==> src/rtl/core/gca_pkg.sv <==
// Shared constants, register indexes and controller/datapath interface types
// for the guided chunk allocator. No dependencies.
`default_nettype none

package gca_pkg;

  localparam int SIZE_BITS  = 40;
  localparam int COUNT_BITS = 32;
  localparam int SHARE_BITS = 17;
  localparam int MULT_BITS  = 16;
  localparam int K_BITS     = 12;
  localparam int FRAC_BITS  = 8;

  localparam int MIN_BITS  = 2 * MULT_BITS;
  localparam int PROD_BITS = SIZE_BITS + SHARE_BITS;
  localparam int PKG_BITS  = PROD_BITS - FRAC_BITS;
  localparam int CMP_BITS  = (PKG_BITS > MIN_BITS) ? PKG_BITS : MIN_BITS;

  // serial divider retires two quotient bits per cycle
  localparam int DIV_STEPS    = (PKG_BITS + 1) / 2;
  localparam int DIV_PAD      = 2 * DIV_STEPS;
  localparam int DIV_CNT_BITS = $clog2(DIV_STEPS + 1);

  localparam int CFG_IDX_BITS  = 3;
  localparam int CFG_DATA_BITS = (SIZE_BITS > SHARE_BITS) ? SIZE_BITS : SHARE_BITS;

  localparam logic [CFG_IDX_BITS-1:0] CFG_TOTAL_SIZE    = 3'd0;
  localparam logic [CFG_IDX_BITS-1:0] CFG_SIZE_MULTIPLE = 3'd1;
  localparam logic [CFG_IDX_BITS-1:0] CFG_CPU_SHARE     = 3'd2;
  localparam logic [CFG_IDX_BITS-1:0] CFG_ACC_SHARE     = 3'd3;
  localparam logic [CFG_IDX_BITS-1:0] CFG_K_DIVISOR     = 3'd4;
  localparam logic [CFG_IDX_BITS-1:0] CFG_MIN_MULT_CPU  = 3'd5;
  localparam logic [CFG_IDX_BITS-1:0] CFG_MIN_MULT_ACC  = 3'd6;

  typedef enum logic [2:0] {
    PKG_HOLD,
    PKG_REM,
    PKG_KQUO,
    PKG_MIN,
    PKG_MROUND
  } gca_pkg_src_e;

  typedef struct packed {
    logic         capture;
    logic         load_rem;
    logic         load_prod;
    logic         div_start;
    logic         div_sel_mult;
    gca_pkg_src_e pkg_src;
    logic         load_out;
  } gca_cmd_t;

  typedef struct packed {
    logic div_done;
    logic k_zero;
    logic below_min;
  } gca_sts_t;

endpackage

`default_nettype wire

==> src/rtl/core/gca_div.sv <==
// Iterative restoring divider, two quotient bits per cycle.
// Depends on gca_pkg for operand widths and step count.
`default_nettype none

module gca_div (
  input  wire logic                          clk_i,
  input  wire logic                          rst_ni,
  input  wire logic                          start_i,
  input  wire logic [gca_pkg::PKG_BITS-1:0]  dividend_i,
  input  wire logic [gca_pkg::MULT_BITS-1:0] divisor_i,
  output logic                               done_o,
  output logic [gca_pkg::PKG_BITS-1:0]       quotient_o,
  output logic [gca_pkg::MULT_BITS-1:0]      remainder_o
);

  logic [gca_pkg::DIV_PAD-1:0]      quo_q, quo_d;
  logic [gca_pkg::MULT_BITS-1:0]    rem_q, rem_d;
  logic [gca_pkg::MULT_BITS-1:0]    dvs_q;
  logic [gca_pkg::DIV_CNT_BITS-1:0] cnt_q;
  logic                             done_q;

  always_comb begin
    logic [gca_pkg::MULT_BITS:0]   t;
    logic [gca_pkg::MULT_BITS-1:0] r;
    logic [gca_pkg::DIV_PAD-1:0]   q;
    r = rem_q;
    q = quo_q;
    t = '0;
    for (int i = 0; i < 2; i++) begin
      t = {r, q[gca_pkg::DIV_PAD-1]};
      q = {q[gca_pkg::DIV_PAD-2:0], 1'b0};
      if (t >= {1'b0, dvs_q}) begin
        t    = t - {1'b0, dvs_q};
        q[0] = 1'b1;
      end
      r = t[gca_pkg::MULT_BITS-1:0];
    end
    rem_d = r;
    quo_d = q;
  end

  always_ff @(posedge clk_i or negedge rst_ni) begin
    if (!rst_ni) begin
      cnt_q  <= '0;
      done_q <= 1'b0;
    end else begin
      done_q <= 1'b0;
      if (start_i) begin
        cnt_q <= gca_pkg::DIV_CNT_BITS'(gca_pkg::DIV_STEPS);
      end else if (cnt_q != '0) begin
        cnt_q <= cnt_q - gca_pkg::DIV_CNT_BITS'(1);
        if (cnt_q == gca_pkg::DIV_CNT_BITS'(1)) begin
          done_q <= 1'b1;
        end
      end
    end
  end

  always_ff @(posedge clk_i) begin
    if (start_i) begin
      quo_q <= gca_pkg::DIV_PAD'(dividend_i);
      rem_q <= '0;
      dvs_q <= divisor_i;
    end else if (cnt_q != '0) begin
      quo_q <= quo_d;
      rem_q <= rem_d;
    end
  end

  assign done_o      = done_q;
  assign quotient_o  = quo_q[gca_pkg::PKG_BITS-1:0];
  assign remainder_o = rem_q;

endmodule

`default_nettype wire

==> src/rtl/core/gca_datapath.sv <==
// Datapath: configuration registers, allocation state, remainder, share
// product, package sizing and result registers. Uses gca_pkg and gca_div.
`default_nettype none

module gca_datapath (
  input  wire logic                              clk_i,
  input  wire logic                              rst_ni,
  input  wire logic                              cfg_we_i,
  input  wire logic [gca_pkg::CFG_IDX_BITS-1:0]  cfg_index_i,
  input  wire logic [gca_pkg::CFG_DATA_BITS-1:0] cfg_data_i,
  input  wire logic                              requester_is_acc_i,
  input  wire gca_pkg::gca_cmd_t                 cmd_i,
  output gca_pkg::gca_sts_t                      sts_o,
  output logic                                   granted_o,
  output logic [gca_pkg::SIZE_BITS-1:0]          chunk_offset_o,
  output logic [gca_pkg::SIZE_BITS-1:0]          chunk_size_o,
  output logic [gca_pkg::COUNT_BITS-1:0]         package_id_o,
  output logic [gca_pkg::COUNT_BITS-1:0]         device_package_id_o,
  output logic                                   final_chunk_o
);

  // configuration
  logic [gca_pkg::SIZE_BITS-1:0]  total_size_q;
  logic [gca_pkg::MULT_BITS-1:0]  size_multiple_q;
  logic [gca_pkg::SHARE_BITS-1:0] cpu_share_q;
  logic [gca_pkg::SHARE_BITS-1:0] acc_share_q;
  logic [gca_pkg::K_BITS-1:0]     k_divisor_q;
  logic [gca_pkg::MULT_BITS-1:0]  min_mult_cpu_q;
  logic [gca_pkg::MULT_BITS-1:0]  min_mult_acc_q;

  // allocation state
  logic [gca_pkg::SIZE_BITS-1:0]  work_assigned_q;
  logic [gca_pkg::COUNT_BITS-1:0] global_cnt_q;
  logic [gca_pkg::COUNT_BITS-1:0] cpu_cnt_q;
  logic [gca_pkg::COUNT_BITS-1:0] acc_cnt_q;

  // per-request working registers
  logic                           acc_q;
  logic [gca_pkg::SIZE_BITS-1:0]  rem_q;
  logic [gca_pkg::MIN_BITS-1:0]   min_pkg_q;
  logic [gca_pkg::PROD_BITS-1:0]  prod_q;
  logic [gca_pkg::PKG_BITS-1:0]   pkg_q;

  logic [gca_pkg::MULT_BITS-1:0]  mult_eff;
  logic [gca_pkg::MULT_BITS-1:0]  min_mult_sel;
  logic [gca_pkg::SHARE_BITS-1:0] share_sel;
  logic [gca_pkg::PKG_BITS-1:0]   div_dividend;
  logic [gca_pkg::MULT_BITS-1:0]  div_divisor;
  logic                           div_done;
  logic [gca_pkg::PKG_BITS-1:0]   div_quo;
  logic [gca_pkg::MULT_BITS-1:0]  div_rem;

  logic                           rem_zero;
  logic                           is_final;
  logic [gca_pkg::SIZE_BITS-1:0]  clipped;
  logic [gca_pkg::SIZE_BITS-1:0]  size_fin;
  logic [gca_pkg::CMP_BITS-1:0]   rem_cmp;
  logic [gca_pkg::CMP_BITS-1:0]   min_cmp;
  logic [gca_pkg::CMP_BITS-1:0]   pkg_cmp;

  assign mult_eff     = (size_multiple_q == '0) ? gca_pkg::MULT_BITS'(1) : size_multiple_q;
  assign min_mult_sel = acc_q ? min_mult_acc_q : min_mult_cpu_q;
  assign share_sel    = acc_q ? acc_share_q : cpu_share_q;

  always_ff @(posedge clk_i or negedge rst_ni) begin
    if (!rst_ni) begin
      total_size_q    <= '0;
      size_multiple_q <= gca_pkg::MULT_BITS'(1);
      cpu_share_q     <= gca_pkg::SHARE_BITS'(32768);
      acc_share_q     <= gca_pkg::SHARE_BITS'(32768);
      k_divisor_q     <= gca_pkg::K_BITS'(512);
      min_mult_cpu_q  <= gca_pkg::MULT_BITS'(1);
      min_mult_acc_q  <= gca_pkg::MULT_BITS'(1);
    end else if (cfg_we_i) begin
      case (cfg_index_i)
        gca_pkg::CFG_TOTAL_SIZE:    total_size_q    <= cfg_data_i[gca_pkg::SIZE_BITS-1:0];
        gca_pkg::CFG_SIZE_MULTIPLE: size_multiple_q <= cfg_data_i[gca_pkg::MULT_BITS-1:0];
        gca_pkg::CFG_CPU_SHARE:     cpu_share_q     <= cfg_data_i[gca_pkg::SHARE_BITS-1:0];
        gca_pkg::CFG_ACC_SHARE:     acc_share_q     <= cfg_data_i[gca_pkg::SHARE_BITS-1:0];
        gca_pkg::CFG_K_DIVISOR:     k_divisor_q     <= cfg_data_i[gca_pkg::K_BITS-1:0];
        gca_pkg::CFG_MIN_MULT_CPU:  min_mult_cpu_q  <= cfg_data_i[gca_pkg::MULT_BITS-1:0];
        gca_pkg::CFG_MIN_MULT_ACC:  min_mult_acc_q  <= cfg_data_i[gca_pkg::MULT_BITS-1:0];
        default: ;
      endcase
    end
  end

  // dividing by K*256 is the same as dropping 8 product bits and dividing by K
  assign div_dividend = cmd_i.div_sel_mult ? pkg_q
                                           : prod_q[gca_pkg::PROD_BITS-1:gca_pkg::FRAC_BITS];
  assign div_divisor  = cmd_i.div_sel_mult ? mult_eff
                      : {{(gca_pkg::MULT_BITS-gca_pkg::K_BITS){1'b0}}, k_divisor_q};

  gca_div u_div (
    .clk_i       (clk_i),
    .rst_ni      (rst_ni),
    .start_i     (cmd_i.div_start),
    .dividend_i  (div_dividend),
    .divisor_i   (div_divisor),
    .done_o      (div_done),
    .quotient_o  (div_quo),
    .remainder_o (div_rem)
  );

  always_ff @(posedge clk_i) begin
    if (cmd_i.capture) begin
      acc_q <= requester_is_acc_i;
    end
    if (cmd_i.load_rem) begin
      rem_q     <= (work_assigned_q < total_size_q) ? (total_size_q - work_assigned_q) : '0;
      min_pkg_q <= gca_pkg::MIN_BITS'(mult_eff) * gca_pkg::MIN_BITS'(min_mult_sel);
    end
    if (cmd_i.load_prod) begin
      prod_q <= gca_pkg::PROD_BITS'(rem_q) * gca_pkg::PROD_BITS'(share_sel);
    end
    case (cmd_i.pkg_src)
      gca_pkg::PKG_REM:    pkg_q <= {{(gca_pkg::PKG_BITS-gca_pkg::SIZE_BITS){1'b0}}, rem_q};
      gca_pkg::PKG_KQUO:   pkg_q <= div_quo;
      gca_pkg::PKG_MIN:    pkg_q <= gca_pkg::PKG_BITS'(min_pkg_q);
      // round down to the size multiple: subtract the division remainder
      gca_pkg::PKG_MROUND: pkg_q <= pkg_q - gca_pkg::PKG_BITS'(div_rem);
      default: ;
    endcase
  end

  assign rem_cmp = gca_pkg::CMP_BITS'(rem_q);
  assign min_cmp = gca_pkg::CMP_BITS'(min_pkg_q);
  assign pkg_cmp = gca_pkg::CMP_BITS'(pkg_q);

  assign sts_o.div_done  = div_done;
  assign sts_o.k_zero    = (k_divisor_q == '0);
  assign sts_o.below_min = (pkg_cmp < min_cmp);

  assign rem_zero = (rem_q == '0);
  assign is_final = (rem_cmp < min_cmp);
  assign clipped  = (pkg_cmp >= rem_cmp) ? rem_q : pkg_q[gca_pkg::SIZE_BITS-1:0];
  assign size_fin = is_final ? rem_q : clipped;

  always_ff @(posedge clk_i or negedge rst_ni) begin
    if (!rst_ni) begin
      work_assigned_q <= '0;
      global_cnt_q    <= '0;
      cpu_cnt_q       <= '0;
      acc_cnt_q       <= '0;
    end else if (cmd_i.load_out && !rem_zero) begin
      work_assigned_q <= work_assigned_q + size_fin;
      global_cnt_q    <= global_cnt_q + gca_pkg::COUNT_BITS'(1);
      if (acc_q) begin
        acc_cnt_q <= acc_cnt_q + gca_pkg::COUNT_BITS'(1);
      end else begin
        cpu_cnt_q <= cpu_cnt_q + gca_pkg::COUNT_BITS'(1);
      end
    end
  end

  always_ff @(posedge clk_i) begin
    if (cmd_i.load_out) begin
      if (rem_zero) begin
        granted_o           <= 1'b0;
        chunk_offset_o      <= '0;
        chunk_size_o        <= '0;
        package_id_o        <= '0;
        device_package_id_o <= '0;
        final_chunk_o       <= 1'b0;
      end else begin
        granted_o           <= 1'b1;
        chunk_offset_o      <= work_assigned_q;
        chunk_size_o        <= size_fin;
        package_id_o        <= global_cnt_q;
        device_package_id_o <= acc_q ? acc_cnt_q : cpu_cnt_q;
        final_chunk_o       <= is_final;
      end
    end
  end

endmodule

`default_nettype wire

==> src/rtl/core/gca_ctrl.sv <==
// Controller state machine: sequences remainder, multiply, the two divider
// passes and the result register. Uses gca_pkg command and status types.
`default_nettype none

module gca_ctrl (
  input  wire logic              clk_i,
  input  wire logic              rst_ni,
  input  wire logic              in_valid_i,
  output logic                   in_stall_o,
  output logic                   out_valid_o,
  input  wire logic              out_stall_i,
  input  wire gca_pkg::gca_sts_t sts_i,
  output gca_pkg::gca_cmd_t      cmd_o
);

  localparam logic [2:0] ST_IDLE  = 3'd0;
  localparam logic [2:0] ST_REM   = 3'd1;
  localparam logic [2:0] ST_MUL   = 3'd2;
  localparam logic [2:0] ST_KDIV  = 3'd3;
  localparam logic [2:0] ST_KWAIT = 3'd4;
  localparam logic [2:0] ST_MDIV  = 3'd5;
  localparam logic [2:0] ST_MWAIT = 3'd6;
  localparam logic [2:0] ST_DONE  = 3'd7;

  logic [2:0] state_q, state_d;
  logic       out_valid_q, out_valid_d;
  logic       out_free;

  assign out_free   = !out_valid_q || !out_stall_i;
  assign in_stall_o = (state_q != ST_IDLE);

  always_comb begin
    state_d = state_q;
    cmd_o   = '0;
    cmd_o.pkg_src = gca_pkg::PKG_HOLD;
    case (state_q)
      ST_IDLE: begin
        if (in_valid_i) begin
          cmd_o.capture = 1'b1;
          state_d = ST_REM;
        end
      end
      ST_REM: begin
        cmd_o.load_rem = 1'b1;
        state_d = ST_MUL;
      end
      ST_MUL: begin
        cmd_o.load_prod = 1'b1;
        state_d = ST_KDIV;
      end
      ST_KDIV: begin
        if (sts_i.k_zero) begin
          cmd_o.pkg_src = gca_pkg::PKG_REM;
          state_d = ST_MDIV;
        end else begin
          cmd_o.div_start = 1'b1;
          state_d = ST_KWAIT;
        end
      end
      ST_KWAIT: begin
        if (sts_i.div_done) begin
          cmd_o.pkg_src = gca_pkg::PKG_KQUO;
          state_d = ST_MDIV;
        end
      end
      ST_MDIV: begin
        if (sts_i.below_min) begin
          cmd_o.pkg_src = gca_pkg::PKG_MIN;
          state_d = ST_DONE;
        end else begin
          cmd_o.div_start    = 1'b1;
          cmd_o.div_sel_mult = 1'b1;
          state_d = ST_MWAIT;
        end
      end
      ST_MWAIT: begin
        if (sts_i.div_done) begin
          cmd_o.pkg_src = gca_pkg::PKG_MROUND;
          state_d = ST_DONE;
        end
      end
      ST_DONE: begin
        if (out_free) begin
          cmd_o.load_out = 1'b1;
          state_d = ST_IDLE;
        end
      end
      default: state_d = ST_IDLE;
    endcase
  end

  always_comb begin
    out_valid_d = out_valid_q;
    if (cmd_o.load_out) begin
      out_valid_d = 1'b1;
    end else if (!out_stall_i) begin
      out_valid_d = 1'b0;
    end
  end

  always_ff @(posedge clk_i or negedge rst_ni) begin
    if (!rst_ni) begin
      state_q     <= ST_IDLE;
      out_valid_q <= 1'b0;
    end else begin
      state_q     <= state_d;
      out_valid_q <= out_valid_d;
    end
  end

  assign out_valid_o = out_valid_q;

`ifndef SYNTHESIS
  a_accept_starts: assert property (@(posedge clk_i) disable iff (!rst_ni)
    (in_valid_i && !in_stall_o) |=> (state_q == ST_REM))
    else $error("accepted request did not start the sequence");

  a_div_done_waiting: assert property (@(posedge clk_i) disable iff (!rst_ni)
    sts_i.div_done |-> (state_q == ST_KWAIT || state_q == ST_MWAIT))
    else $error("divider finished outside a wait state");

  a_no_overwrite: assert property (@(posedge clk_i) disable iff (!rst_ni)
    cmd_o.load_out |-> (!out_valid_q || !out_stall_i))
    else $error("result register overwritten while stalled");

  a_single_start: assert property (@(posedge clk_i) disable iff (!rst_ni)
    cmd_o.div_start |=> !cmd_o.div_start)
    else $error("divider started twice in a row");
`endif

endmodule

`default_nettype wire

==> src/rtl/core/guided_chunk_allocator_core.sv <==
// Guided chunk allocator: one work package per request, one request at a time.
// The general case runs two passes of the shared serial divider at two quotient
// bits a cycle, first by K and then by the size multiple; the K pass is skipped
// when K is zero and the multiple pass when the package is raised to the minimum.
// A new request is taken the cycle after the result is loaded.
// Reset (async, active low) restores register defaults and clears all counters.
`default_nettype none

module guided_chunk_allocator_core (
  input  wire logic                              clk_i,
  input  wire logic                              rst_ni,
  input  wire logic                              cfg_valid_i,
  output logic                                   cfg_ready_o,
  input  wire logic [gca_pkg::CFG_IDX_BITS-1:0]  cfg_index_i,
  input  wire logic [gca_pkg::CFG_DATA_BITS-1:0] cfg_data_i,
  input  wire logic                              in_valid_i,
  output logic                                   in_stall_o,
  input  wire logic                              requester_is_acc_i,
  output logic                                   out_valid_o,
  input  wire logic                              out_stall_i,
  output logic                                   granted_o,
  output logic [gca_pkg::SIZE_BITS-1:0]          chunk_offset_o,
  output logic [gca_pkg::SIZE_BITS-1:0]          chunk_size_o,
  output logic [gca_pkg::COUNT_BITS-1:0]         package_id_o,
  output logic [gca_pkg::COUNT_BITS-1:0]         device_package_id_o,
  output logic                                   final_chunk_o
);

  gca_pkg::gca_cmd_t cmd;
  gca_pkg::gca_sts_t sts;

  // writes must arrive only while idle (the block does not enforce this); the port never back-pressures
  assign cfg_ready_o = 1'b1;

  gca_ctrl u_ctrl (
    .clk_i       (clk_i),
    .rst_ni      (rst_ni),
    .in_valid_i  (in_valid_i),
    .in_stall_o  (in_stall_o),
    .out_valid_o (out_valid_o),
    .out_stall_i (out_stall_i),
    .sts_i       (sts),
    .cmd_o       (cmd)
  );

  gca_datapath u_datapath (
    .clk_i               (clk_i),
    .rst_ni              (rst_ni),
    .cfg_we_i            (cfg_valid_i && cfg_ready_o),
    .cfg_index_i         (cfg_index_i),
    .cfg_data_i          (cfg_data_i),
    .requester_is_acc_i  (requester_is_acc_i),
    .cmd_i               (cmd),
    .sts_o               (sts),
    .granted_o           (granted_o),
    .chunk_offset_o      (chunk_offset_o),
    .chunk_size_o        (chunk_size_o),
    .package_id_o        (package_id_o),
    .device_package_id_o (device_package_id_o),
    .final_chunk_o       (final_chunk_o)
  );

endmodule

`default_nettype wire

==> config.mk <==
export PLATFORM = sky130hd
export DESIGN_NAME = guided_chunk_allocator_core
export DESIGN_NICKNAME = d
export VERILOG_FILES = /design/src/rtl/core/gca_pkg.sv /design/src/rtl/core/gca_div.sv /design/src/rtl/core/gca_datapath.sv /design/src/rtl/core/gca_ctrl.sv /design/src/rtl/core/guided_chunk_allocator_core.sv
export SDC_FILE = /design/constraint.sdc
export NUM_CORES = 2
export LEC_CHECK = 0
export ABC_AREA = 0
export ABC_CLOCK_PERIOD_IN_PS = 9100
export BUFFER_PORTS_ARGS = -buffer_cell sky130_fd_sc_hd__buf_2
export CORE_ASPECT_RATIO = 1.5
export CORE_MARGIN = 2
export CORE_UTILIZATION = 30
export DETAILED_ROUTE_END_ITERATION = 8
export PLACE_DENSITY = 0.54
export SLEW_MARGIN = 20
export SYNTH_ARGS = -nofsm -noshare
export SYNTH_HDL_FRONTEND = slang
export SYNTH_HIERARCHICAL = 1
export SYNTH_SLANG_ARGS = --single-unit
==> constraint.sdc <==
create_clock -name clk_i -period 9.1 [get_ports clk_i]
set_input_delay 0.455 -clock clk_i [delete_from_list [all_inputs] [get_ports clk_i]]
set_output_delay 0.455 -clock clk_i [all_outputs]
set_load 0.01 [all_outputs]
**Yosys cells after proc, flatten, opt, wreduce, memory -nomap -nowiden**

Cells that the tools add are included.

- Register bits: 687
- Bits of input ports: 49
- Output and inout port bits: 149
- Logic and storage cells: 141

- $add $sub $neg: 9
- $mul: 2
- Magnitude comparators: 6
- Equality and inequality tests: 23
- Multiplexer cells: 45
- Bitwise operators: 1
- Reductions and logical operators: 24

Operators by type and width:

| cell | count |
|---|---|
| 49-bit case mux with 4 select lines | 1 |
| 49-bit two-way mux | 3 |
| 32-bit by 1-bit adder with 32-bit output, second input constant | 3 |
| 40-bit two-way mux | 2 |
| 16-bit two-way mux | 4 |
| 40-bit by 17-bit multiplier with 57-bit output | 1 |
| 49-bit by 40-bit >= comparator with 1-bit output | 1 |
| 49-bit by 32-bit < comparator with 1-bit output | 1 |
| 49-bit by 16-bit subtractor with 49-bit output | 1 |
| 40-bit adder | 1 |
| 40-bit zero test | 1 |
| 40-bit by 32-bit < comparator with 1-bit output | 1 |
| 40-bit < comparator | 1 |
| 40-bit subtractor | 1 |
| 17-bit by 16-bit >= comparator with 1-bit output | 2 |
| 16-bit by 16-bit multiplier with 32-bit output | 1 |
| 32-bit two-way mux | 1 |
| 16-bit subtractor | 2 |
| 3-bit equality test, second input constant | 8 |
| 3-bit case mux with 8 select lines | 1 |
| 1-bit two-way mux | 19 |
| 3-bit by 2-bit equality test with 1-bit output, second input constant | 6 |
| 2-bit AND reduction | 9 |
| 17-bit two-way mux | 1 |
| other kinds (23) | 38 |

**Logic depth before layout (Yosys ltp)**

- Depth after elaboration: 6
- Depth in mapped cells: 29
- Gate-level depth less buffers: 27

**By module**

Netlist, hierarchy kept.

Modules (own cells, without submodules):

| module | times used | cells an instance | area each (um^2) | sequential area each (um^2) |
|---|---|---|---|---|
| gca_datapath | 1 | 6,328 | 61,218.7 | 16,283.1 |
| gca_div | 1 | 542 | 5,706.7 | 2,442.3 |
| gca_ctrl | 1 | 39 | 325.3 | 100.1 |
| guided_chunk_allocator_core | 1 | 2 | 11.3 | 0.0 |

**Least setup slack after synthesis**

Ideal clock, no wire load.

- Kind: register to register
- Start: register u_datapath.acc_q
- End: register u_datapath/prod_q[55] (netlist bit) (data pin)
- Setup time: 0.261 ns
- Arrival time: 7.445 ns
- Data required time: 8.839 ns
- Setup slack: 1.394 ns
- Cell stages (with the launch flop): 27
- Buffers on the path: 5
- Clock period less this slack: 7.706 ns
- Cell sequence: edfxtp_1 -> clkbuf_1 -> buf_1 -> clkbuf_1 -> mux2i_1 -> clkbuf_1 -> nor2_1 -> fa_1 -> fa_1 -> fa_1 -> fa_1 -> fa_1 -> inv_1 -> fa_1 -> inv_1 -> ha_1 -> clkbuf_1 -> nand4_1 -> nor3_1 -> nand2_1 -> o211a_1 -> a211oi_1 -> o21ai_1 -> o31ai_1 -> a41oi_1 -> nor4b_1 -> a311o_1

- Cells in the longest elaborated chain, start to end: 2

Ends and longest elaborated chain:

| item | line | source |
|---|---|---|
| start, declared | gca_datapath.sv:38 | `logic acc_q;` |
| start signal, assigned | gca_datapath.sv:107 | `acc_q <= requester_is_acc_i;` |
| 17-bit two-way mux | gca_datapath.sv:63 | `assign share_sel = acc_q ? acc_share_q : cpu_share_q;` |
| 40-bit by 17-bit multiplier with 57-bit output | gca_datapath.sv:114 | `prod_q <= gca_pkg::PROD_BITS'(rem_q) * gca_pkg::PROD_BITS'(share_sel);` |
| end signal, assigned | gca_datapath.sv:114 |  |
| end, declared | gca_datapath.sv:41 | `logic [gca_pkg::PROD_BITS-1:0] prod_q;` |

Every way passes these cells.
A chain may end at the register's enable or synchronous reset.

**Final worst setup path**

Ends and elaborated chain as after synthesis.

==> flow_metrics.tcl <==
set metrics [dict create \
    setup_viol 0 \
    antenna_found_initial 9 \
    area_delta_synth_final_pct 10.17 \
    nets 8245 \
    fill_cells 22745 \
    finalCritPeriodShare 0.9160 \
    synth_top_family_by_area "adder cells" \
    synth-edff-count 382 \
    place.gp.congestion 0.8983 \
    synth_commonest_cells "inv_1 (1082), nand2_1 (873), fa_1 (766), ha_1 (468), edfxtp_1 (382)" \
    routedWlPerCell_um 21.31 \
    min_period_ps 8335 \
    initial_core_util 0.3022 \
    portBuffers 196 \
    syn_area_sq_um 67260 \
    cts_sinks 679 \
    startpoint_type "register" \
    first_iter_violations 2856 \
    worst_clock_skew_ps 52.74 \
    grt_usage 0.1863 \
    outcome "finished clean" \
    first_pass_iters 6 \
    synth.top_cells.by_area "fa_1 (23%), edfxtp_1 (17%), dfrtp_1 (10%)" \
    postPlaceCellArea_sq_um 71360 \
    yosysWarnings 6 \
    core_area_sq_um 222500 \
    synth_fa_ha_area_frac 0.3150 \
    synth-compound-area-share 0.08773 \
    yosysSeqAreaShare 0.2799 \
    clk_latency_ps 700 \
    yosys.area.top_type "fa_1" \
    fin_util 0.3330 \
    ctsResizeCount 0 \
    synthArstFlopShare 0.4124 \
    routed_wl_mm 211.3 \
    fp.dieArea_sq_um 228100 \
    grt_pass1_wl_mm 325.2 \
    chipWidth_um 390.6 \
    critPathRequiredTime_ps 9510 \
    synth-simple-area-share 0.1401 \
    final_area_sq_um 74100 \
    min_path_type "in -> reg" \
    cts_root_buf "clkbuf_16" \
    cp_max_fo 15 \
    synth-xor-area-share 0.03789 \
    syn_nets 8194 \
    drc 0 \
    critPathKind "reg -> reg" \
    row_count 212 \
    overflow 0 \
    viasPerCell 5.006 \
    die_h_um 583.9 \
    synthMuxAreaShare 0.05495 \
    ys.flop_type "edfxtp_1" \
    syn_avg_cell_area_sq_um 9.733 \
    grt_max_degree 148 \
    dp_hpwl_mm 169.9 \
    yosysUniqueCellTypes 92 \
    cts.clk_slew.worst_paths_ps 70 \
    grt_setup_unrepaired "false" \
    grt_pass1_vias 53130 \
    slew-limit-headroom 0.2119 \
    finalHoldViolCount 0 \
    worstSetupEndpointType "register" \
    cts_tree "done" \
    critPathArrivalTime_ps 8740 \
    setup_tns_ps 0 \
    ctsLongestPathBuffers 3 \
    drive_above_1_share 0.1136 \
    synth_top_area_frac 0.2280 \
    synth.most_common_cell "inv_1" \
    pin_count 198 \
    ant_nets 0 \
    h-tree-depth 3 \
    final-max-slew-violation-count 0 \
    cap_violations 0 \
    netlist_instances 6911 \
    timing.fmax_mhz 120.0 \
    ys_seq_elements 679 \
    vias 49644 \
    max_slew.worst_pin.slew_ps 1170 \
    cts_buffers 72 \
]
placed cells by master, fill, tap and decap left out, types with 26 or more instances in the layout:
cell / count
a211oi_1: 26
a21o_1: 153
a21oi_1: 229
a31oi_1: 31
and2_1: 284
and3_1: 33
buf_2: 195
buf_4: 123
clkbuf_16: 72
dfrtp_1: 274
edfxtp_1: 382
fa_1: 766
ha_1: 468
inv_1: 1081
mux2_2: 282
mux2i_1: 49
nand2_1: 872
nand2b_1: 35
nand3_1: 87
nand4_1: 69
nor2_1: 357
nor2b_1: 82
nor3_1: 52
nor4_1: 30
o21a_1: 27
o21ai_0: 210
o21bai_1: 33
o22ai_1: 35
xnor2_1: 188
xor2_1: 102
state kept, by name (all words and copies together), names as in the netlist, 5 cells and up:
| name | count |
|---|---|
| u_datapath/total_size_q | 40 |
| u_datapath/acc_cnt_q | 32 |
| u_datapath/work_assigned_q | 40 |
| u_datapath/cpu_share_q | 17 |
| u_datapath/device_package_id_o | 32 |
| u_datapath/chunk_size_o | 40 |
| u_datapath/u_div/quo_q | 50 |
| u_datapath/cpu_cnt_q | 32 |
| u_datapath/k_divisor_q | 12 |
| u_datapath/global_cnt_q | 32 |
| u_datapath/min_mult_acc_q | 16 |
| u_datapath/size_multiple_q | 16 |
| u_datapath/u_div/dvs_q | 16 |
| u_datapath/prod_q | 49 |
| u_datapath/chunk_offset_o | 40 |
| u_datapath/package_id_o | 32 |
| u_datapath/u_div/cnt_q | 5 |
| u_datapath/acc_share_q | 17 |
| u_datapath/min_pkg_q | 32 |
| u_datapath/rem_q | 40 |
| u_datapath/u_div/remainder_o | 16 |
| u_datapath/pkg_cmp | 49 |
| u_datapath/min_mult_cpu_q | 16 |
repair_timing:
action	4_1_cts	5_1_grt
setup buffers	0	0
hold buffers	20	0
hold endpoints to repair	129	0
setup endpoints to repair	0	0
logic make-up after synthesis:
family                   after synthesis
AO/OA/AOI/OAI                        919
other                                  1
XOR/XNOR                             291
adder cells (fa/ha/maj)             1234
multiplexers                         334
AND/OR/NAND/NOR                     2002
flip-flops                           679
buffers and inverters               1451
path summary, 6_finish.rpt:
path	start	to	slack [ps]	cells after the start
max	u_datapath/acc_q$_DFFE_PP_	u_datapath/prod_q[55]$_DFFE_PP_	760	24
min	cfg_data_i[36]	u_datapath/total_size_q[36]$_DFFE_PN0P_	60	2
max reg2reg	u_datapath/acc_q$_DFFE_PP_	u_datapath/prod_q[55]$_DFFE_PP_	760	24
min reg2reg	u_datapath/u_div/quo_q[49]$_SDFFE_PP0P_	u_datapath/u_div/quo_q[49]$_SDFFE_PP0P_	460	2
max in group asynchronous	rst_ni	u_datapath/work_assigned_q[35]$_DFFE_PN0P_	6440	4
min in group asynchronous	rst_ni	u_datapath/min_mult_cpu_q[6]$_DFFE_PN0P_	470	2
stage by stage:
step	std cells	worst slack (ps)	hold WS (ps)
after floorplan	6911	1394	159.4
after global placement	9754	907.6	444.9
after detailed placement	9755	929.0	461.9
after CTS	9909	831.2	20.95
after global routing	9913	320.3	50.39
final	9917	764.9	55.43
layer usage:
layer	wire, um	global-route usage	up-vias
li1	-	-	22533
met1	79600	0.2070	25333
met2	111900	0.3538	1384
met3	8648	0.01787	390
met4	11130	0.08615	4
met5	26	0	-
layout make-up:
cell class / instances / area (sq um) / area share
Multi-Input combinational cell: 4781 / 42870 / 0.5785
Sequential cell: 679 / 18830 / 0.2540
Inverter: 1083 / 4065 / 0.05486
Tap cell: 2889 / 3615 / 0.04878
Timing Repair Buffer: 345 / 2212 / 0.02985
Clock buffer: 90 / 1949 / 0.02631
Clock inverter: 44 / 556.8 / 0.007513
Antenna cell: 6 / 15.01 / 0.0002026
worst max-delay path, stage by stage (launching register included):
cell      delay, ps
edfxtp_1        770
buf_4           300
mux2i_2         670
buf_4           370
nor2_1          100
fa_1            570
fa_1            440
fa_1            540
fa_1            450
fa_1            530
inv_1            60
fa_1            480
inv_1            40
ha_1            400
a21oi_1          90
o21ai_0         190
a21oi_1         120
o21ai_0         410
nand3b_1        180
o21ai_1          60
buf_4           170
o31ai_1         380
a41oi_1         220
nor4b_1         190
a311o_1         310
Power is left out: the tool's default activity adds up to more than one toggle a clock period on the data nets, which glitch-free logic cannot reach.
